### config.mk
export PLATFORM = sky130hd
export DESIGN_NAME = sample_spike_reject_filter_core
export DESIGN_NICKNAME = d
export VERILOG_FILES = /design/src/ssrf_pkg.sv /design/src/sample_spike_reject_filter_core.sv /design/src/ssrf_out_fifo.sv
export SDC_FILE = /design/constraint.sdc
export NUM_CORES = 1
export LEC_CHECK = 0
export BUFFER_PORTS_ARGS = -buffer_cell sky130_fd_sc_hd__clkbuf_2
export CORE_MARGIN = 2
export CORE_UTILIZATION = 57
export CTS_CLUSTER_SIZE = 8
export DETAILED_ROUTE_END_ITERATION = 16
export PLACE_DENSITY = 0.75
export REMOVE_ABC_BUFFERS = 1
export SYNTH_ARGS = -nofsm -noshare
export SYNTH_HDL_FRONTEND = slang
export SYNTH_HIERARCHICAL = 1
export SYNTH_SLANG_ARGS = --single-unit
### constraint.sdc
create_clock -name clock -period 8.3 [get_ports clock]
set_clock_uncertainty 0.15 [all_clocks]
set_input_delay 0.83 -clock clock [delete_from_list [all_inputs] [get_ports clock]]
set_output_delay 0.83 -clock clock [all_outputs]
set_load 0.02 [all_outputs]
### src/ssrf_pkg.sv
// shared types, register indexes and reset values of the spike reject filter
`default_nettype none

package ssrf_pkg;

   // configuration port
   localparam int CsrIndexWidth = 2;
   localparam int CsrDataWidth  = 32;

   localparam logic [CsrIndexWidth-1:0] CsrLowLimit       = 2'd0;
   localparam logic [CsrIndexWidth-1:0] CsrHighLimit      = 2'd1;
   localparam logic [CsrIndexWidth-1:0] CsrSpikeThreshold = 2'd2;

   // register values after reset
   localparam logic signed [15:0] LowLimitReset       = 16'sd3840;
   localparam logic signed [15:0] HighLimitReset      = 16'sd6400;
   localparam logic [31:0]        SpikeThresholdReset = 32'd392656;

   // result queue depth, at least two so a final sample can push both words
   localparam int OutFifoDepth = 4;

   // input word
   typedef struct packed {
      logic [47:0]        time_tag;
      logic signed [15:0] temperature;
      logic               last_sample;
   } req_type;

   // result word
   typedef struct packed {
      logic [47:0]        out_time_tag;
      logic signed [15:0] out_temperature;
      logic               keep;
      logic               last_result;
   } rsp_type;

endpackage

`default_nettype wire

### src/sample_spike_reject_filter_core.sv
// top level of the temperature spike reject filter
//
// Usage: temperature samples enter as req_data words on a valid/ready channel;
// decisions leave as rsp_data words on a valid/ready channel. Each sample is
// decided once its successor has arrived, so the word for a sample comes out
// after the next input word. A word marked last_sample releases up to two
// results: the decision for any held sample and then its own (last_result set).
// Limits and spike threshold are written through the csr_ port while idle.
// Pipeline: the input register holds the word and the neighbor difference
// magnitude; the next stage squares it (one 16x16 multiplier), compares and
// pushes results into a four word queue that drives rsp_valid. Throughput
// is one word per cycle while the queue has room; a final sample behind a
// held one needs two queue slots and leaves as two output words.
// When the receiver stalls, the queue fills and req_ready drops once the
// input register cannot advance. Reset empties the pipeline and the queue,
// forgets any held sample and restores the default limits and threshold.
`default_nettype none

module sample_spike_reject_filter_core #(
   parameter int FIFO_DEPTH = ssrf_pkg::OutFifoDepth
) (
   input  wire                                  clock,
   input  wire                                  reset,
   input  wire                                  req_valid,
   output logic                                 req_ready,
   input  ssrf_pkg::req_type                    req_data,
   output logic                                 rsp_valid,
   input  wire                                  rsp_ready,
   output ssrf_pkg::rsp_type                    rsp_data,
   input  wire                                  csr_write_en,
   input  wire [ssrf_pkg::CsrIndexWidth-1:0]    csr_index,
   input  wire [ssrf_pkg::CsrDataWidth-1:0]     csr_wdata
);

   localparam int CntW = $clog2(FIFO_DEPTH + 1);

   // configuration registers
   logic signed [15:0] low_limit_ff, high_limit_ff;
   logic [31:0]        threshold_ff;

   // input stage
   logic               accept;
   logic signed [15:0] prev_temp_ff;
   logic signed [16:0] diff;
   logic signed [16:0] diff_neg;
   logic [15:0]        mag;
   logic               s1_valid_ff, s1_valid_in;
   ssrf_pkg::req_type  s1_data_ff;
   logic [15:0]        s1_mag_ff;

   // decision stage and held sample
   logic               held_valid_ff, held_valid_in;
   logic               held_first_ff, held_first_in;
   logic               held_back_ff, held_back_in;
   logic signed [15:0] held_temp_ff;
   logic [47:0]        held_time_ff;
   logic [31:0]        sq;
   logic               fwd;
   logic               held_in_range, cur_in_range;
   logic               held_reject, cur_reject;
   logic [1:0]         n_push;
   logic [1:0]         push_count;
   logic [CntW-1:0]    free_count;
   logic               fire;
   ssrf_pkg::rsp_type  held_rsp, cur_rsp, slot0;

   // configuration writes
   always_ff @(posedge clock) begin
      if (reset) begin
         low_limit_ff  <= ssrf_pkg::LowLimitReset;
         high_limit_ff <= ssrf_pkg::HighLimitReset;
         threshold_ff  <= ssrf_pkg::SpikeThresholdReset;
      end else if (csr_write_en) begin
         unique case (csr_index)
            ssrf_pkg::CsrLowLimit:       low_limit_ff  <= csr_wdata[15:0];
            ssrf_pkg::CsrHighLimit:      high_limit_ff <= csr_wdata[15:0];
            ssrf_pkg::CsrSpikeThreshold: threshold_ff  <= csr_wdata;
            default: ;
         endcase
      end
   end

   // handshake of the input register
   assign req_ready   = !s1_valid_ff || fire;
   assign accept      = req_valid && req_ready;
   assign s1_valid_in = accept ? 1'b1 : (fire ? 1'b0 : s1_valid_ff);

   // neighbor difference magnitude against the previous word
   assign diff     = {prev_temp_ff[15], prev_temp_ff}
                   - {req_data.temperature[15], req_data.temperature};
   assign diff_neg = -diff;
   assign mag      = diff[16] ? diff_neg[15:0] : diff[15:0];

   always_ff @(posedge clock) begin
      if (reset) begin
         s1_valid_ff <= 1'b0;
      end else begin
         s1_valid_ff <= s1_valid_in;
      end
   end

   always_ff @(posedge clock) begin
      if (accept) begin
         s1_data_ff   <= req_data;
         s1_mag_ff    <= mag;
         prev_temp_ff <= req_data.temperature;
      end
   end

   // squared difference and range tests
   assign sq            = {16'd0, s1_mag_ff} * {16'd0, s1_mag_ff};
   assign fwd           = sq > threshold_ff;
   assign held_in_range = (held_temp_ff >= low_limit_ff) && (held_temp_ff <= high_limit_ff);
   assign cur_in_range  = (s1_data_ff.temperature >= low_limit_ff)
                       && (s1_data_ff.temperature <= high_limit_ff);

   // decisions: held sample vs both neighbors, opener vs next, final vs one
   assign held_reject = !held_in_range || (held_first_ff ? fwd : (held_back_ff && fwd));
   assign cur_reject  = !cur_in_range || (held_valid_ff && fwd);

   always_comb begin
      held_rsp.out_time_tag    = held_time_ff;
      held_rsp.out_temperature = held_temp_ff;
      held_rsp.keep            = !held_reject;
      held_rsp.last_result     = 1'b0;
      cur_rsp.out_time_tag     = s1_data_ff.time_tag;
      cur_rsp.out_temperature  = s1_data_ff.temperature;
      cur_rsp.keep             = !cur_reject;
      cur_rsp.last_result      = 1'b1;
   end

   assign slot0      = held_valid_ff ? held_rsp : cur_rsp;
   assign n_push     = {1'b0, held_valid_ff} + {1'b0, s1_data_ff.last_sample};
   assign fire       = s1_valid_ff && (free_count >= CntW'(n_push));
   assign push_count = fire ? n_push : 2'd0;

   // held sample update
   always_comb begin
      held_valid_in = held_valid_ff;
      held_first_in = held_first_ff;
      held_back_in  = held_back_ff;
      if (fire) begin
         if (s1_data_ff.last_sample) begin
            held_valid_in = 1'b0;
            held_first_in = 1'b0;
            held_back_in  = 1'b0;
         end else begin
            held_valid_in = 1'b1;
            held_first_in = !held_valid_ff;
            held_back_in  = held_valid_ff && fwd;
         end
      end
   end

   always_ff @(posedge clock) begin
      if (reset) begin
         held_valid_ff <= 1'b0;
         held_first_ff <= 1'b0;
         held_back_ff  <= 1'b0;
      end else begin
         held_valid_ff <= held_valid_in;
         held_first_ff <= held_first_in;
         held_back_ff  <= held_back_in;
      end
   end

   always_ff @(posedge clock) begin
      if (fire) begin
         held_temp_ff <= s1_data_ff.temperature;
         held_time_ff <= s1_data_ff.time_tag;
      end
   end

   // result queue
   ssrf_out_fifo #(
      .Depth (FIFO_DEPTH)
   ) u_out_fifo (
      .clock      (clock),
      .reset      (reset),
      .push_count (push_count),
      .push_data0 (slot0),
      .push_data1 (cur_rsp),
      .free_count (free_count),
      .pop_valid  (rsp_valid),
      .pop_ready  (rsp_ready),
      .pop_data   (rsp_data)
   );

`ifndef SYNTH
   // a final sample closes the series
   assert property (@(posedge clock) disable iff (reset)
      fire && s1_data_ff.last_sample |=> !held_valid_ff)
      else $error("held sample survived a final sample");

   // a first-of-series flag only exists on a held sample
   assert property (@(posedge clock) disable iff (reset)
      held_first_ff |-> held_valid_ff)
      else $error("first flag without held sample");

   // a back spike is only recorded against a real predecessor
   assert property (@(posedge clock) disable iff (reset)
      held_back_ff |-> held_valid_ff && !held_first_ff)
      else $error("back spike on a series opener");

   // a double push only when the queue has room for both words
   assert property (@(posedge clock) disable iff (reset)
      push_count == 2'd2 |-> free_count >= CntW'(2))
      else $error("result queue overflow");

   // stall on input only when the input register is occupied
   assert property (@(posedge clock) disable iff (reset)
      !req_ready |-> s1_valid_ff && !fire)
      else $error("input stalled without cause");
`endif

endmodule

`default_nettype wire

### src/ssrf_out_fifo.sv
// result queue taking up to two words per cycle and giving one per cycle while not empty and pop_ready is high
`default_nettype none

module ssrf_out_fifo #(
   parameter int Depth = ssrf_pkg::OutFifoDepth
) (
   input  wire                         clock,
   input  wire                         reset,
   input  wire [1:0]                   push_count,
   input  ssrf_pkg::rsp_type           push_data0,
   input  ssrf_pkg::rsp_type           push_data1,
   output logic [$clog2(Depth+1)-1:0]  free_count,
   output logic                        pop_valid,
   input  wire                         pop_ready,
   output ssrf_pkg::rsp_type           pop_data
);

   localparam int PtrW = (Depth > 1) ? $clog2(Depth) : 1;
   localparam int CntW = $clog2(Depth + 1);

   ssrf_pkg::rsp_type mem_ff [Depth];

   logic [PtrW-1:0] wr_ptr_ff, wr_ptr_in, wr_ptr_nx1, wr_ptr_nx2;
   logic [PtrW-1:0] rd_ptr_ff, rd_ptr_in;
   logic [CntW-1:0] count_ff, count_in;
   logic            pop;

   function automatic logic [PtrW-1:0] ptr_next(input logic [PtrW-1:0] p);
      logic [PtrW-1:0] r;
      if (p == PtrW'(Depth - 1)) begin
         r = '0;
      end else begin
         r = p + 1'b1;
      end
      return r;
   endfunction

   assign wr_ptr_nx1 = ptr_next(wr_ptr_ff);
   assign wr_ptr_nx2 = ptr_next(wr_ptr_nx1);

   assign pop        = pop_valid && pop_ready;
   assign pop_valid  = (count_ff != '0);
   assign pop_data   = mem_ff[rd_ptr_ff];
   assign free_count = CntW'(Depth) - count_ff;

   // pointer and fill bookkeeping
   always_comb begin
      wr_ptr_in = wr_ptr_ff;
      if (push_count == 2'd1) begin
         wr_ptr_in = wr_ptr_nx1;
      end else if (push_count == 2'd2) begin
         wr_ptr_in = wr_ptr_nx2;
      end
      rd_ptr_in = pop ? ptr_next(rd_ptr_ff) : rd_ptr_ff;
      count_in  = count_ff + CntW'(push_count) - CntW'(pop);
   end

   always_ff @(posedge clock) begin
      if (reset) begin
         wr_ptr_ff <= '0;
         rd_ptr_ff <= '0;
         count_ff  <= '0;
      end else begin
         wr_ptr_ff <= wr_ptr_in;
         rd_ptr_ff <= rd_ptr_in;
         count_ff  <= count_in;
      end
   end

   // storage, second word lands behind the first
   always_ff @(posedge clock) begin
      if (push_count != 2'd0) begin
         mem_ff[wr_ptr_ff] <= push_data0;
      end
      if (push_count == 2'd2) begin
         mem_ff[wr_ptr_nx1] <= push_data1;
      end
   end

endmodule

`default_nettype wire

==> flow_summary_export.csv, run 1 <==
group,metric,value,unit
placed_design,place.gp.congestion,0.906,
global_route,grtUsageTotal,0.262,
critical_path,cp_data_arrival_time,8350,ps
floorplanning,core_area,0.0552,mm^2
floorplanning,start_util,0.577,
route,drc,0,
route,detail_route.iter0.violations,1246,
timing,worst_pin_slew,1070,ps
synthesis,synth_cells,2557,
clock_network,cts_tree,"yes",
critical_path,cpPeakStageDelay,570,ps
status,status,"finished, final reports clean",
placed_design,io_buffers,171,
route,vias_per_cell,5.69,
finish,multi_input_comb_area,0.0164,mm^2
critical_path,cp_num_buf_inv,4,
finish,syn2layout_area_growth,12.8,%
critical_path,path_common_cell,"fa_1",
synthesis,yosysWarnings,6,
critical_path,crit_family,"adder cells",
finish,layout.area.seq,0.0138,mm^2
global_route,globalRoute.totalOverflow,0,
critical_path,crit_fanout,5,
synthesis,synth_cell_type_count,70,
clock_network,cts.sinks,486,
global_route,grt_pass1_vias,21200,
clock_network,clk_latency,610,ps
synthesis,synth_edf_count,409,
synthesis,async_flop_share,0,
floorplanning,die_w,240,um
route,wl_per_cell,20.9,um
critical_path,crit_required,8600,ps
global_route,grt_pass1_wl,116,mm
synthesis,ys.flop_type,"edfxtp_1",
finish,final_common_cell,"edfxtp_1",
timing,final-setup-viol-count,0,
synthesis,ys_seq_elements,486,
critical_path,crit_path_end_kind,"register",
synthesis,syn_avg_cell_area,12.4,um^2
global_route,grt_max_degree,78,
critical_path,crit_slowest_cell,"fa_1",
route,via_count,20200,
finish,mostFrequentLayoutCells,"edfxtp_1, inv_1, mux2_2",
clock_network,h-tree-depth,3,
flow_run,drv_cap,0,
floorplanning,core.rowCount,86,
clock_network,postCtsHoldBufs,0,
floorplanning,die_area,0.0578,mm^2
clock_network,cts-root-buf,"clkbuf_16",
timing,period_share,0.970,
clock_network,clk_transition_reported_paths,50,ps
timing,finalHoldViolCount,0,
synthesis,syn_area,0.0318,mm^2
timing,max_freq,124,MHz
route,ant_nets,0,
critical_path,critPathKind,"register to register",
finish,layout.nets,3277,
timing,hold_slack,248,ps
route,drt_pass1_iterations,5,
timing,finalMaxSlewViolations,0,
clock_network,clockBufferDepth,3,
finish,drive_above_1_share,0.275,
floorplanning,fp.dieH,240,um
floorplanning,io_pins,172,
placed_design,dpl.hpwl,51.0,mm
synthesis,ys_seq_area_frac,0.434,
timing,min_period,8050,ps
critical_path,cp-start-kind,"register",
global_route,antenna_found_initial,9,
clock_network,numCtsBuffers,70,
route,wl,74.3,mm
worst_hold_path,hp-class,"input pin to register",
finish,nFillCells,4059,
timing,slew_headroom,0.284,
-- layout make-up --
type / instances / area share
antenna: 7 / 0.000488
clock buffer: 95 / 0.0517
clock inverter: 7 / 0.00383
inverter: 356 / 0.0372
multi-input combinational: 1621 / 0.456
sequential: 486 / 0.385
tap: 748 / 0.0261
timing repair buffer: 239 / 0.0398
-- per-stage QoR --
step | instance area [um^2] | setup WS, ps | TNS, ps | instances | utilization
2_1_floorplan | 31300 | -2870 | -758740 | 2463 | -
3_3_place_gp | 33500 | -41.5 | -162 | 3418 | 0.607
3_5_place_dp | 33500 | -208 | -797 | 3418 | 0.607
4_1_cts | 35700 | 82.3 | 0 | 3538 | 0.646
5_1_grt | 35900 | -50.3 | -183 | 3558 | 0.650
6_report | 35900 | 246 | 0 | 3559 | 0.650
-- worst paths after layout --
| kind | cells past startpoint | to | slack, ps | from |
|---|---|---|---|---|
| hold reg to reg | 2 | threshold_ff[29]$_SDFFE_PP0P_ | 300 | threshold_ff[29]$_SDFFE_PP0P_ |
| setup / recovery | 28 | u_out_fifo/mem_ff[2][1]$_DFFE_PP_ | 250 | s1_mag_ff[3]$_DFFE_PP_ |
| hold / removal | 1 | cur_rsp[38]$_DFFE_PP_ | 250 | req_data[37] |
| setup reg to reg | 28 | u_out_fifo/mem_ff[2][1]$_DFFE_PP_ | 250 | s1_mag_ff[3]$_DFFE_PP_ |
-- worst reg2reg max path, delay by kind of cell, from the launching register on --
family / cells / cell delay [ps]
flip-flops: 1 / 490
AO/OA/AOI/OAI: 12 / 2210
adder cells (fa/ha/maj): 8 / 3930
buffers and inverters: 4 / 490
AND/OR/NAND/NOR: 3 / 450
multiplexers: 1 / 200
-- timing repair --
item	CTS	global route
buffers inserted	18	14
gates cloned	0	0
setup endpoints to repair	4	4
pin swaps	0	2
gates resized for setup	3	23
-- synth_stat cells (8+ instances only) --
master,instances,area [um^2]
a211o_1,19,166
a21o_1,42,315
a21oi_1,117,586
and2_1,50,313
and3_1,9,56.3
buf_2,22,110
buf_6,17,191
clkbuf_1,54,203
dfxtp_1,77,1540
edfxtp_1,409,12300
fa_1,162,3240
ha_1,237,2970
inv_1,355,1330
mux2_2,329,3700
mux4_2,66,1490
nand2_1,207,777
nand2b_1,13,81.3
nand3_1,25,125
nand4_1,18,113
nor2_1,74,278
nor2b_1,14,87.6
nor3_1,13,65.1
o21a_1,9,67.6
o21ai_0,38,190
o31ai_1,8,60.1
xnor2_1,57,499
xor2_1,13,114
-- layer usage --
metal	routed length, um	track usage	vias up
met2	37300	0.445	558
met4	2270	0.0977	4
met5	23	0	-
met3	4090	0.0491	151
li1	-	-	9443
met1	30700	0.334	10100
-- registers in the layout, summed over array words and instances, names as in the netlist, 2 cells and up, named ones only --
signal,flops
u_out_fifo/mem_ff,264
cur_rsp,64
held_time_ff,48
threshold_ff,32
held_temp_ff,16
high_limit_ff,16
low_limit_ff,16
s1_mag_ff,16
u_out_fifo/count_ff,3
u_out_fifo/rd_ptr_ff,2
u_out_fifo/wr_ptr_ff,2
-- logic make-up (layout without fill, tap and decap cells) --
group,count (synthesis),after routing,synth area share
flip-flops,486,486,0.434
AND/OR/NAND/NOR,463,463,0.0700
buffers and inverters,453,697,0.0588
adder cells (fa/ha/maj),399,399,0.195
multiplexers,399,399,0.164
AO/OA/AOI/OAI,285,285,0.0577
XOR/XNOR,71,71,0.0198
other,1,11,0.000118
Power of run 1 is left out: the tool's default activity adds up to more than one toggle a clock period on the data nets, which glitch-free logic cannot reach.
==> run 2, diff against run 1 <==
--- a/config.mk
+++ b/config.mk
@@ -11,7 +11,9 @@
 export CTS_CLUSTER_SIZE = 8
 export DETAILED_ROUTE_END_ITERATION = 16
 export PLACE_DENSITY = 0.75
+export RECOVER_POWER = 100
 export REMOVE_ABC_BUFFERS = 1
+export SKIP_LAST_GASP = 1
 export SYNTH_ARGS = -nofsm -noshare
 export SYNTH_HDL_FRONTEND = slang
 export SYNTH_HIERARCHICAL = 1
==> run 2 against run 1 <==
The flow now finishes with violations (capacitance limit, slew limit); routed wire length up 0.32%; register-to-register slack about the same; hold slack got worse by 2.0 ps; utilization decreased by 0.49 points; via count barely moved; clock-buffer cell count stayed put; sequential share of layout area increased by 0.27 points; setup slack gained 11 ps; cell area shrank 0.75%; global-route usage did not move; die area stayed put; critical endpoint unchanged.
==> flow_summary_export.csv, run 2 (synthesis gave the netlist of run 1 again) <==
group,metric,value,unit
floorplanning,core_area,0.0552,mm^2
critical_path,crit_path_start,"s1_mag_ff[3]$_DFFE_PP_",
critical_path,critPathKind,"register to register",
clock_network,clk_latency,610,ps
critical_path,cp_data_arrival_time,8340,ps
floorplanning,start_util,0.577,
global_route,grt_max_degree,78,
timing,setup-tns-final,0,ps
placed_design,dpl.hpwl,51.0,mm
critical_path,r2r-start,"s1_mag_ff[3]$_DFFE_PP_",
global_route,grt_pass1_vias,21200,
floorplanning,die_area,0.0578,mm^2
flow_run,drv_cap,10,
worst_hold_path,min_path_cells,1,
timing,max_freq,124,MHz
route,vias_per_cell,5.69,
route,drt_pass1_iterations,5,
status,violations,"capacitance limit, slew limit",
critical_path,cpPeakStageDelay,570,ps
timing,finalMaxSlewViolations,349,
finish,drive_above_1_share,0.238,
critical_path,cp-start-kind,"register",
worst_hold_path,min-delay-start,"req_data[54]",
route,detail_route.iter0.violations,1244,
route,via_count,20300,
floorplanning,core.rowCount,86,
critical_path,crit_path_end_kind,"register",
finish,largest_register,"u_out_fifo/mem_ff",
critical_path,crit_family,"adder cells",
clock_network,cts.sinks,486,
global_route,grt_pass1_wl,116,mm
finish,mostFrequentLayoutCells,"edfxtp_1, inv_1, mux2_2",
floorplanning,die_w,240,um
floorplanning,io_pins,172,
global_route,antenna_found_initial,9,
worst_hold_path,holdPathEnd,"cur_rsp[55]$_DFFE_PP_",
clock_network,cts_tree,"yes",
worst_hold_path,hp-class,"input pin to register",
finish,final_common_cell,"edfxtp_1",
finish,fin_util,0.646,
finish,layout.area.seq,0.0138,mm^2
status,status,"finished with violations",
global_route,grtUsageTotal,0.262,
critical_path,cp_num_buf_inv,4,
finish,multi_input_comb_area,0.0163,mm^2
timing,hold_slack,246,ps
clock_network,clk_transition_reported_paths,50,ps
timing,finalHoldViolCount,0,
route,wl,74.6,mm
floorplanning,fp.dieH,240,um
timing,worst_pin_slew,2720,ps
finish,largest_reg_flops,264,
route,ant_nets,0,
critical_path,crit_fanout,5,
finish,layout.nets,3277,
critical_path,r2r_setup_slack,260,ps
clock_network,h-tree-depth,3,
critical_path,crit_slowest_cell,"fa_1",
finish,nFillCells,4138,
timing,min_period,8040,ps
global_route,globalRoute.totalOverflow,0,
critical_path,path_common_cell,"fa_1",
timing,final-setup-viol-count,0,
clock_network,numCtsBuffers,70,
clock_network,postCtsHoldBufs,0,
placed_design,io_buffers,171,
timing,period_share,0.969,
clock_network,clockBufferDepth,3,
critical_path,crit_required,8600,ps
critical_path,r2r-end,"u_out_fifo/mem_ff[2][1]$_DFFE_PP_",
critical_path,r2r_cells,28,
finish,syn2layout_area_growth,11.9,%
route,wl_per_cell,21.0,um
placed_design,place.gp.congestion,0.906,
timing,slew_headroom,-0.815,
clock_network,cts-root-buf,"clkbuf_16",
route,drc,0,
==> run 2: how the worst max path moves through the flow <==
stage / endpoint / slack, ps / depth (start not counted)
CTS: u_out_fifo/mem_ff[2][1]$_DFFE_PP_ / 80 / 30
global route: u_out_fifo/mem_ff[0][1]$_DFFE_PP_ / -60 / 31
detailed placement: u_out_fifo/mem_ff[0][1]$_DFFE_PP_ / -210 / 29
global placement: u_out_fifo/mem_ff[2][1]$_DFFE_PP_ / -40 / 29
floorplan: u_out_fifo/mem_ff[0][0]$_DFFE_PP_ / -2870 / 12
finish: u_out_fifo/mem_ff[2][1]$_DFFE_PP_ / 260 / 28
==> run 2: through the flow <==
| stage | instances | setup slack, ps | instance area, um^2 |
|---|---|---|---|
| floorplan | 2463 | -2870 | 31300 |
| global placement | 3418 | -41.5 | 33500 |
| detailed placement | 3418 | -208 | 33500 |
| CTS | 3538 | 82.3 | 35700 |
| global route | 3558 | -55.0 | 35600 |
| finish | 3559 | 258 | 35600 |
==> run 2: per-layer routing <==
layer | wire, um | vias to the layer above | share of wire | track usage
li1 | - | 9444 | - | -
met1 | 30600 | 10100 | 0.41 | 0.334
met2 | 37400 | 556 | 0.50 | 0.445
met3 | 4160 | 155 | 0.056 | 0.0491
met4 | 2320 | 4 | 0.031 | 0.0977
met5 | 23 | - | 0.00031 | 0
==> run 2: area by class of cell <==
type / instances / share of cell area
well taps: 748 / 0.0263
clock buffers: 95 / 0.0521
repair buffers: 239 / 0.0349
clock inverters: 7 / 0.00386
multi-input cells: 1621 / 0.457
inverters: 356 / 0.0375
diodes: 7 / 0.000492
flip-flops and latches: 486 / 0.388
==> run 2: timing repair <==
action                                 in CTS  in global routing
endpoints found under the hold margin       0                  0
buffers inserted                           18                 14
pin swaps                                   0                  2
resized for setup                           3                 23
gates cloned                                0                  0
setup endpoints to repair                   4                  4
Power of run 2 is left out for the same reason.
==> run 3, diff against run 2 <==
==> constraint.sdc (replaced) <==
create_clock -name clock -period 8.3 [get_ports clock]
set_clock_uncertainty 0.15 [all_clocks]
set_input_delay 0.415 -clock clock [delete_from_list [all_inputs] [get_ports clock]]
set_output_delay 0.415 -clock clock [all_outputs]
set_load 0.05 [all_outputs]
==> run 3 against run 2 <==
Highest routed layer unchanged; first-iteration DRC count increased by 16%; register-to-register slack gained 96 ps; utilization grew 1.7 points; critical path type unchanged; largest cell class unchanged; maximum frequency increased by 1.2%; the run still ends with capacitance limit, slew limit left.
==> flow_summary_export.csv, run 3 (synthesis gave the netlist of run 1 again) <==
group,metric,value,unit
floorplanning,die_w,240,um
timing,finalHoldViolCount,0,
route,detail_route.iter0.violations,1447,
timing,setup-tns-final,0,ps
clock_network,clockBufferDepth,3,
finish,largest_reg_flops,264,
finish,multi_input_comb_area,0.0162,mm^2
route,drt_pass1_iterations,5,
finish,nFillCells,4041,
critical_path,crit_required,8620,ps
timing,max_freq,126,MHz
route,vias_per_cell,5.71,
finish,fin_util,0.662,
critical_path,critPathKind,"register to register",
finish,mostFrequentLayoutCells,"edfxtp_1, inv_1, mux2_2",
finish,layout.area.seq,0.0138,mm^2
timing,slew_headroom,-1.59,
floorplanning,start_util,0.577,
finish,syn2layout_area_growth,14.8,%
timing,finalMaxSlewViolations,300,
placed_design,io_buffers,171,
critical_path,cp-start-kind,"register",
global_route,grt_pass1_vias,22100,
placed_design,place_area,0.0335,mm^2
route,wl_per_cell,21.0,um
global_route,globalRoute.totalOverflow,0,
critical_path,crit_path_end_kind,"register",
critical_path,cpPeakStageDelay,570,ps
timing,period_share,0.957,
clock_network,clk_transition_reported_paths,50,ps
finish,stdcell_area,0.0365,mm^2
global_route,grtUsageTotal,0.269,
timing,final-setup-viol-count,0,
finish,largest_register,"u_out_fifo/mem_ff",
status,violations,"capacitance limit, slew limit",
route,drc,0,
route,via_count,20800,
finish,drive_above_1_share,0.226,
route,ant_nets,0,
critical_path,crit_slowest_cell,"edfxtp_1",
global_route,grt_max_degree,78,
clock_network,cts_tree,"yes",
status,status,"finished with violations",
floorplanning,fp.dieH,240,um
finish,layout.nets,3370,
placed_design,dpl.hpwl,51.4,mm
worst_hold_path,hp-class,"input pin to register",
floorplanning,io_pins,172,
global_route,antenna_found_initial,4,
clock_network,h-tree-depth,3,
clock_network,cts.sinks,486,
clock_network,cts-root-buf,"clkbuf_16",
flow_run,drv_cap,8,
floorplanning,core.rowCount,86,
timing,worst_pin_slew,3880,ps
critical_path,path_common_cell,"fa_1",
clock_network,numCtsBuffers,70,
critical_path,crit_fanout,8,
global_route,grt_pass1_wl,119,mm
route,wl,76.5,mm
placed_design,place.gp.congestion,0.906,
finish,final_common_cell,"edfxtp_1",
critical_path,cp_data_arrival_time,8270,ps
floorplanning,core_area,0.0552,mm^2
clock_network,clk_latency,620,ps
timing,hold_slack,216,ps
floorplanning,die_area,0.0578,mm^2
timing,min_period,7950,ps
-- run 3: cell types whose count changed in the layout (fill, tap and decap cells not counted), moves of 2 or more --
cell           previous run  this run
a21oi_2                   3         1
clkbuf_1                115       121
clkbuf_2                 90        86
inv_16                    3         1
diode_2                   7         3
buf_4                    53        49
dlygate4sd3_1             0        98
a21oi_1                 114       116
-- run 3: layout make-up --
cell class,instances,area share
antenna,3,0.000205
clock buffer,98,0.0508
clock inverter,7,0.00394
inverter,356,0.0366
multi-input combinational,1621,0.444
sequential,486,0.378
tap,748,0.0256
timing repair buffer,332,0.0601
-- run 3: final timing paths --
check                                                    from                              endpoint  slack, ps  depth (start not counted)
worst max-delay path                   s1_mag_ff[8]$_DFFE_PP_     u_out_fifo/mem_ff[1][1]$_DFFE_PP_        350                         30
worst max register to register         s1_mag_ff[8]$_DFFE_PP_     u_out_fifo/mem_ff[1][1]$_DFFE_PP_        350                         30
worst min register to register  threshold_ff[27]$_SDFFE_PP0P_         threshold_ff[27]$_SDFFE_PP0P_        300                          2
worst min-delay path                                rsp_ready  u_out_fifo/rd_ptr_ff[1]$_SDFFE_PP0P_        220                          4
-- run 3: worst max-delay path, delay by kind of cell, from the launching register on --
kind / cells / cell delay (ps)
flip-flops: 1 / 570
multiplexers: 1 / 200
XOR/XNOR: 1 / 170
AO/OA/AOI/OAI: 14 / 2490
buffers and inverters: 5 / 290
AND/OR/NAND/NOR: 1 / 180
adder cells (fa/ha/maj): 8 / 3730
-- run 3: what timing repair did --
action / CTS / global route
resized for setup: 1 / 18
buffers inserted: 12 / 15
hold buffers: 98 / 0
hold endpoints to repair: 130 / 0
pin swaps: 0 / 4
setup endpoints to repair: 4 / 4
-- run 3: stage by stage --
step	setup slack, ps	std cells
final	354	3651
after CTS	22.4	3633
after floorplan	-2870	2463
after global placement	-41.7	3418
after detailed placement	-202	3418
after global routing	-3.64	3651
-- run 3: per-layer routing --
layer / share of wire / track usage / up-vias
met4: 0.028 / 0.0999 / 2
met2: 0.51 / 0.463 / 626
li1: - / - / 9630
met1: 0.41 / 0.341 / 10400
met5: 0.00017 / 0 / -
met3: 0.056 / 0.0448 / 146
Power of run 3 is left out for the same reason.
